==> src/rtl/bemh_pkg.sv <==
// Package for the bully election message handler.
// Holds the action codes, register indexes, field widths and the evaluation struct.
// No dependencies.
package bemh_pkg;

  localparam int ID_W       = 8;
  localparam int TERM_W     = 63;
  localparam int CNT_W      = 32;
  localparam int CFG_DATA_W = 64;
  localparam int MAX_SLOTS  = 8;
  localparam int PEER_SLOTS_DEF = 8;

  typedef enum logic [2:0] {
    ACT_PING        = 3'd0,
    ACT_ELECTION    = 3'd1,
    ACT_COORDINATOR = 3'd2,
    ACT_HEARTBEAT   = 3'd3,
    ACT_FORCE       = 3'd4
  } action_t;

  typedef enum logic {
    REG_OWN_NODE_ID   = 1'b0,
    REG_PEER_ID_SLOTS = 1'b1
  } cfg_index_t;

  typedef struct packed {
    logic note;        // mark sender in the peer table
    logic follow;      // adopt term and leader
    logic hb_inc;
    logic coord_inc;
    logic request;
    logic reply_own;
    logic reply_term;
  } eval_t;

endpackage

==> src/rtl/bemh_msg_eval.sv <==
// Message evaluation for the bully election message handler.
// Decides the state updates and reply for one inbound message.
// Depends on bemh_pkg.
module bemh_msg_eval (
  input  logic [2:0]                    action,
  input  logic [bemh_pkg::ID_W-1:0]     sender_id,
  input  logic [bemh_pkg::TERM_W-1:0]   message_term,
  input  logic [bemh_pkg::ID_W-1:0]     own_node_id,
  input  logic [bemh_pkg::TERM_W-1:0]   current_term,
  output bemh_pkg::eval_t               eval
);

  logic term_ok;
  logic lower;

  assign term_ok = (message_term >= current_term);
  assign lower   = (sender_id < own_node_id);

  always_comb begin
    eval = '0;
    case (action)
      bemh_pkg::ACT_PING: begin
        eval.reply_own = 1'b1;
      end
      bemh_pkg::ACT_ELECTION: begin
        eval.note      = 1'b1;
        eval.request   = lower;
        eval.reply_own = 1'b1;
      end
      bemh_pkg::ACT_COORDINATOR: begin
        eval.note       = 1'b1;
        eval.follow     = term_ok && (sender_id != own_node_id);
        eval.coord_inc  = eval.follow;
        eval.request    = eval.follow && lower;
        eval.reply_term = 1'b1;
      end
      bemh_pkg::ACT_HEARTBEAT: begin
        eval.note       = 1'b1;
        eval.hb_inc     = 1'b1;
        eval.follow     = term_ok;
        eval.request    = lower;
        eval.reply_term = 1'b1;
      end
      bemh_pkg::ACT_FORCE: begin
        eval.request = 1'b1;
      end
      default: begin
        eval = '0;
      end
    endcase
  end

endmodule

==> src/rtl/bully_election_message_handler.sv <==
// Top level of the bully election message handler (receiver side).
// Input register, evaluation, state update and result register; peer table.
// Depends on bemh_pkg and bemh_msg_eval.
//
//  channel | handshake            | payload
//  --------+----------------------+---------------------------------------------
//  cfg     | cfg_valid/cfg_ready  | cfg_index, cfg_data
//  in      | in_valid/in_ready    | action, sender_id, message_term, now_time
//  out     | out_valid/out_ready  | reply_value, election_request, follower_role,
//          |                      | known_leader, heartbeat/coordinator_count, ...
//
// One message per cycle while the output does not stall. A message passes the
// input register, then evaluation and state update into the result register.
// The input register takes one more transaction while a result waits, so a
// stalled output backs up to in_ready after two held transactions. Synchronous
// reset clears valids and state, sets own_node_id to 1; cfg writes always taken.
module bully_election_message_handler #(
  parameter int PEER_SLOTS = bemh_pkg::PEER_SLOTS_DEF
) (
  input  logic                              clk,
  input  logic                              rst,

  input  logic                              cfg_valid,
  output logic                              cfg_ready,
  input  logic                              cfg_index,
  input  logic [bemh_pkg::CFG_DATA_W-1:0]   cfg_data,

  input  logic                              in_valid,
  output logic                              in_ready,
  input  logic [2:0]                        action,
  input  logic [bemh_pkg::ID_W-1:0]         sender_id,
  input  logic [bemh_pkg::TERM_W-1:0]       message_term,
  input  logic [bemh_pkg::TERM_W-1:0]       now_time,

  output logic                              out_valid,
  input  logic                              out_ready,
  output logic [bemh_pkg::TERM_W-1:0]       reply_value,
  output logic                              election_request,
  output logic                              follower_role,
  output logic [bemh_pkg::ID_W-1:0]         known_leader,
  output logic [bemh_pkg::CNT_W-1:0]        heartbeat_count,
  output logic [bemh_pkg::CNT_W-1:0]        coordinator_count,
  output logic [bemh_pkg::TERM_W-1:0]       heartbeat_time
);

  // configuration
  logic [bemh_pkg::ID_W-1:0]                own_node_id;
  logic [bemh_pkg::CFG_DATA_W-1:0]          peer_id_slots;

  // input register
  logic                                     s1_valid;
  logic [2:0]                               s1_action;
  logic [bemh_pkg::ID_W-1:0]                s1_sender;
  logic [bemh_pkg::TERM_W-1:0]              s1_term;
  logic [bemh_pkg::TERM_W-1:0]              s1_now;

  // state
  logic [bemh_pkg::TERM_W-1:0]              current_term;
  logic [bemh_pkg::ID_W-1:0]                leader_record;
  logic                                     role_flag;
  logic [bemh_pkg::TERM_W-1:0]              last_leader_time;
  logic [bemh_pkg::CNT_W-1:0]               heartbeat_counter;
  logic [bemh_pkg::CNT_W-1:0]               coordinator_counter;
  logic [PEER_SLOTS-1:0]                    peer_reachable;
  logic [bemh_pkg::TERM_W-1:0]              peer_seen_time [PEER_SLOTS];

  // next values
  logic [bemh_pkg::TERM_W-1:0]              current_term_next;
  logic [bemh_pkg::ID_W-1:0]                leader_record_next;
  logic                                     role_flag_next;
  logic [bemh_pkg::TERM_W-1:0]              last_leader_time_next;
  logic [bemh_pkg::CNT_W-1:0]               heartbeat_counter_next;
  logic [bemh_pkg::CNT_W-1:0]               coordinator_counter_next;
  logic [bemh_pkg::TERM_W-1:0]              reply_next;

  bemh_pkg::eval_t                          eval;
  logic                                     advance;
  logic                                     fire;
  logic [PEER_SLOTS-1:0]                    slot_hit;
  logic [PEER_SLOTS-1:0]                    slot_mark;
  logic                                     sender_known;

  assign cfg_ready = 1'b1;
  assign advance   = !out_valid || out_ready;
  assign fire      = s1_valid && advance;
  assign in_ready  = !s1_valid || advance;

  bemh_msg_eval u_eval (
    .action       (s1_action),
    .sender_id    (s1_sender),
    .message_term (s1_term),
    .own_node_id  (own_node_id),
    .current_term (current_term),
    .eval         (eval)
  );

  // lowest matching peer slot
  assign sender_known = (s1_sender != '0) && (s1_sender != own_node_id);

  always_comb begin
    for (int i = 0; i < PEER_SLOTS; i++) begin
      slot_hit[i] = (peer_id_slots[i*bemh_pkg::ID_W +: bemh_pkg::ID_W] == s1_sender);
    end
  end

  always_comb begin
    logic found;
    found     = 1'b0;
    slot_mark = '0;
    for (int i = 0; i < PEER_SLOTS; i++) begin
      if (slot_hit[i] && !found) begin
        slot_mark[i] = eval.note && sender_known;
        found        = 1'b1;
      end
    end
  end

  always_comb begin
    current_term_next        = current_term;
    leader_record_next       = leader_record;
    role_flag_next           = role_flag;
    last_leader_time_next    = last_leader_time;
    heartbeat_counter_next   = heartbeat_counter;
    coordinator_counter_next = coordinator_counter;
    if (eval.follow) begin
      current_term_next     = s1_term;
      leader_record_next    = s1_sender;
      role_flag_next        = 1'b1;
      last_leader_time_next = s1_now;
    end
    if (eval.hb_inc) begin
      heartbeat_counter_next = heartbeat_counter + 1'b1;
    end
    if (eval.coord_inc) begin
      coordinator_counter_next = coordinator_counter + 1'b1;
    end
    if (eval.reply_own) begin
      reply_next = {{(bemh_pkg::TERM_W - bemh_pkg::ID_W){1'b0}}, own_node_id};
    end else if (eval.reply_term) begin
      reply_next = current_term_next;
    end else begin
      reply_next = '0;
    end
  end

  always_ff @(posedge clk) begin
    if (rst) begin
      own_node_id   <= bemh_pkg::ID_W'(1);
      peer_id_slots <= '0;
    end else if (cfg_valid && cfg_ready) begin
      case (cfg_index)
        bemh_pkg::REG_OWN_NODE_ID:   own_node_id   <= cfg_data[bemh_pkg::ID_W-1:0];
        bemh_pkg::REG_PEER_ID_SLOTS: peer_id_slots <= cfg_data;
        default: ;
      endcase
    end
  end

  always_ff @(posedge clk) begin
    if (rst) begin
      s1_valid <= 1'b0;
    end else if (in_ready) begin
      s1_valid <= in_valid;
    end
    if (in_valid && in_ready) begin
      s1_action <= action;
      s1_sender <= sender_id;
      s1_term   <= message_term;
      s1_now    <= now_time;
    end
  end

  always_ff @(posedge clk) begin
    if (rst) begin
      current_term        <= '0;
      leader_record       <= '0;
      role_flag           <= 1'b0;
      last_leader_time    <= '0;
      heartbeat_counter   <= '0;
      coordinator_counter <= '0;
      peer_reachable      <= '0;
    end else if (fire) begin
      current_term        <= current_term_next;
      leader_record       <= leader_record_next;
      role_flag           <= role_flag_next;
      last_leader_time    <= last_leader_time_next;
      heartbeat_counter   <= heartbeat_counter_next;
      coordinator_counter <= coordinator_counter_next;
      peer_reachable      <= peer_reachable | slot_mark;
    end
  end

  always_ff @(posedge clk) begin
    for (int i = 0; i < PEER_SLOTS; i++) begin
      if (rst) begin
        peer_seen_time[i] <= '0;
      end else if (fire && slot_mark[i]) begin
        peer_seen_time[i] <= s1_now;
      end
    end
  end

  // result register
  always_ff @(posedge clk) begin
    if (rst) begin
      out_valid <= 1'b0;
    end else if (advance) begin
      out_valid <= s1_valid;
    end
    if (fire) begin
      reply_value       <= reply_next;
      election_request  <= eval.request;
      follower_role     <= role_flag_next;
      known_leader      <= leader_record_next;
      heartbeat_count   <= heartbeat_counter_next;
      coordinator_count <= coordinator_counter_next;
      heartbeat_time    <= last_leader_time_next;
    end
  end

endmodule
==> config.mk <==
export PLATFORM = sky130hd
export DESIGN_NAME = bully_election_message_handler
export DESIGN_NICKNAME = d
export VERILOG_FILES = /design/src/rtl/bemh_pkg.sv /design/src/rtl/bemh_msg_eval.sv /design/src/rtl/bully_election_message_handler.sv
export SDC_FILE = /design/constraint.sdc
export NUM_CORES = 1
export LEC_CHECK = 0
export BUFFER_PORTS_ARGS = -buffer_cell sky130_fd_sc_hd__buf_2
export CAP_MARGIN = 10
export CELL_PAD_IN_SITES_DETAIL_PLACEMENT = 1
export CELL_PAD_IN_SITES_GLOBAL_PLACEMENT = 2
export CORE_MARGIN = 10
export CORE_UTILIZATION = 33
export DETAILED_ROUTE_END_ITERATION = 10
export GPL_TIMING_DRIVEN = 1
export HOLD_SLACK_MARGIN = 0.12
export PLACE_DENSITY_LB_ADDON = 0.1
export SYNTH_ARGS = -nofsm -noshare
export SYNTH_HDL_FRONTEND = slang
export SYNTH_HIERARCHICAL = 1
export SYNTH_SLANG_ARGS = --single-unit
==> constraint.sdc <==
create_clock -name clk -period 7.6 [get_ports clk]
set_clock_uncertainty 0.15 [all_clocks]
set_input_delay 1.14 -clock clk [delete_from_list [all_inputs] [get_ports clk]]
set_output_delay 1.14 -clock clk [all_outputs]
set_load 0.05 [all_outputs]
==> impl_metrics.csv <==
group,metric,value,unit
worst_setup_path,reg2reg_setup_slack,2540,ps
floorplanning,die_h,282,um
worst_setup_path,end_kind,"flip-flop",
final_layout,drive_gt1_share,23.8,%
clock_tree,htreeDepth,3,
placed_design,hpwlAfterDp,43900,um
floorplanning,row_count,96,
run,drv_cap,0,
route,drt_pass1_iterations,4,
worst_setup_path,cp.required,7880,ps
power,power_frac_clock,44.5,%
grt,grtUsageTotal,16.4,%
floorplanning,die_area,0.0797,mm2
power,ir_drop,0.142,mV
sta,fin_crit,5060,ps
placed_design,portBuffers,352,
clock_tree,postCtsSetupBuffers,0,
sta,relSlewSlack,25.1,%
power,powerDensity,256,mW/mm2
power,pwr-share-comb,8.2,%
grt,grt_pass1_wl,101000,um
route,postRouteAntennaNets,0,
sta,rsz0062_at_grt,"false",
clock_tree,cts-buffers-inserted,66,
route,drt-total-wl,66400,um
worst_setup_path,critical_path_peak_fanout,52,
sta,hold_viol_final,0,
hold_path,whs_path_depth,2,
synthesis,synth_fp_nets,2249,
power,netSwitchingPower,0.00175,W
power,p_int,0.00529,W
synthesis,syn-cell-area,0.0227,mm2
worst_setup_path,r2r_cells,12,
grt,grt_max_degree,146,
power,p_total,0.00703,W
sta,setup_violations,0,
sta,worst_pin_slew,1120,ps
final_layout,final_common_cell,"nand2_1",
worst_setup_path,critPathLaunchType,"flip-flop",
sta,fin_setup_tns,0,ps
clock_tree,cts.sinks,546,
clock_tree,cts_resized,0,
sta,max_freq,198,MHz
floorplanning,die_w,282,um
route,vias,15675,
clock_tree,hold_buffers,0,
clock_tree,cts_tree,"yes",
clock_tree,clockBufferDepth,3,
route,viasPerCell,4.85,
clock_tree,cts_root_buf,"clkbuf_16",
synthesis,synthCells,1969,
worst_setup_path,crit_type,"flip-flop to flip-flop",
final_layout,fill_cells,7473,
route,wl_per_cell,20.5,um
grt,antenna_found_initial,20,
final_layout,regArea,0.0143,mm2
placed_design,gp_congestion,0.747,
synthesis,yosys_warnings,6,
grt,grt_overflow_total,0,
grt,grt_pass1_vias,16917,
final_layout,synthToLayoutAreaGrowth,20.9,%
power,power_frac_seq,47.3,%
route,drc,0,
floorplanning,num_io_pins,410,
final_layout,layout_common_cells,"nand2_1 (356), buf_2 (351), edfxtp_1 (337)",
synthesis,avgSynthCellArea,11.5,um2
hold_path,min_path_type,"flip-flop to flip-flop",
worst_setup_path,worstPathArrival,5330,ps
sta,slew_viol_final,0,
outcome,status,"finished, final reports clean",
clock_tree,clk_pin_slew_worst_paths,60,ps
clock_tree,clk_latency,600,ps
sta,min_period_over_period,66.6,%
power,switching_share,24.8,%
final_layout,fin_nets,2577,
floorplanning,floorplan.core_area,0.0683,mm2
route,dr.first_iter.drc_count,603,
final_layout,multi_input_area,0.00773,mm2
power,power_leakage,9.89,nW
floorplanning,start_util,33.2,%
## critical path: stages, from the launching register on
cell and delay [ps]:
edfxtp_1 430, ha_1 330, nand4_1 160, nor4_1 550
nand3_1 310, o211ai_1 290, a21oi_2 120, a21oi_4 750
buf_4 450, buf_4 700, mux2_2 420, nand2_1 80
a21oi_1 100
## final cells by class
cell class                      instances  area share [%]
Sequential cell                       546            52.1
Multi-Input combinational cell       1243            28.2
Clock buffer                           97            6.85
Timing Repair Buffer                  364            6.77
Tap cell                              882            4.02
Inverter                               76            1.07
Clock inverter                         24           0.949
Antenna cell                            3          0.0274
## metal layers
layer  share of wire [%]  up-vias  GRT usage [%]
met4                 1.6       24           4.34
met1                  42     7739           19.5
met3                 6.4       90           4.77
met2                  50      285           28.5
met5                0.23        -              0
li1                    -     7537              -
## registers in the layout (all words and copies together), names as in the netlist, 32 cells and up
register and count:
s1_term 63, coordinator_count 32, s1_now 63, reply_value 63, last_leader_time 63, heartbeat_counter 32, heartbeat_count 32, coordinator_counter 32
current_term 63, heartbeat_time 63
## path summary, 6_finish.rpt
path                        start                    to
max                   s1_term[61]  last_leader_time[55]
min          last_leader_time[57]  last_leader_time[57]
max reg2reg           s1_term[61]  last_leader_time[55]
min reg2reg  last_leader_time[57]  last_leader_time[57]
## metrics by stage
step | std cells | utilization [%] | area [um2] | setup WS (ps) | hold slack [ps]
2_1_floorplan | 1969 | - | 22700 | 2110 | 283
3_3_place_gp | 3111 | 37.0 | 25300 | 2440 | 289
3_5_place_dp | 3111 | 37.0 | 25300 | 2370 | 297
4_1_cts | 3232 | 40.1 | 27400 | 2350 | 306
5_1_grt | 3235 | 40.1 | 27400 | 2150 | 323
6_report | 3235 | 40.1 | 27400 | 2540 | 303
## power groups by stage
stage	combinational, W	clock [W]	sequential, W
6_report	0.000579	0.00313	0.00332
5_1_grt	0.000632	0.00337	0.00334
2_1_floorplan	0.000216	0	0.00356
3_3_place_gp	0.000587	0	0.00339
4_1_cts	0.000596	0.00323	0.00333
3_5_place_dp	0.000595	0	0.00339
(Power assumes the default switching activity.)
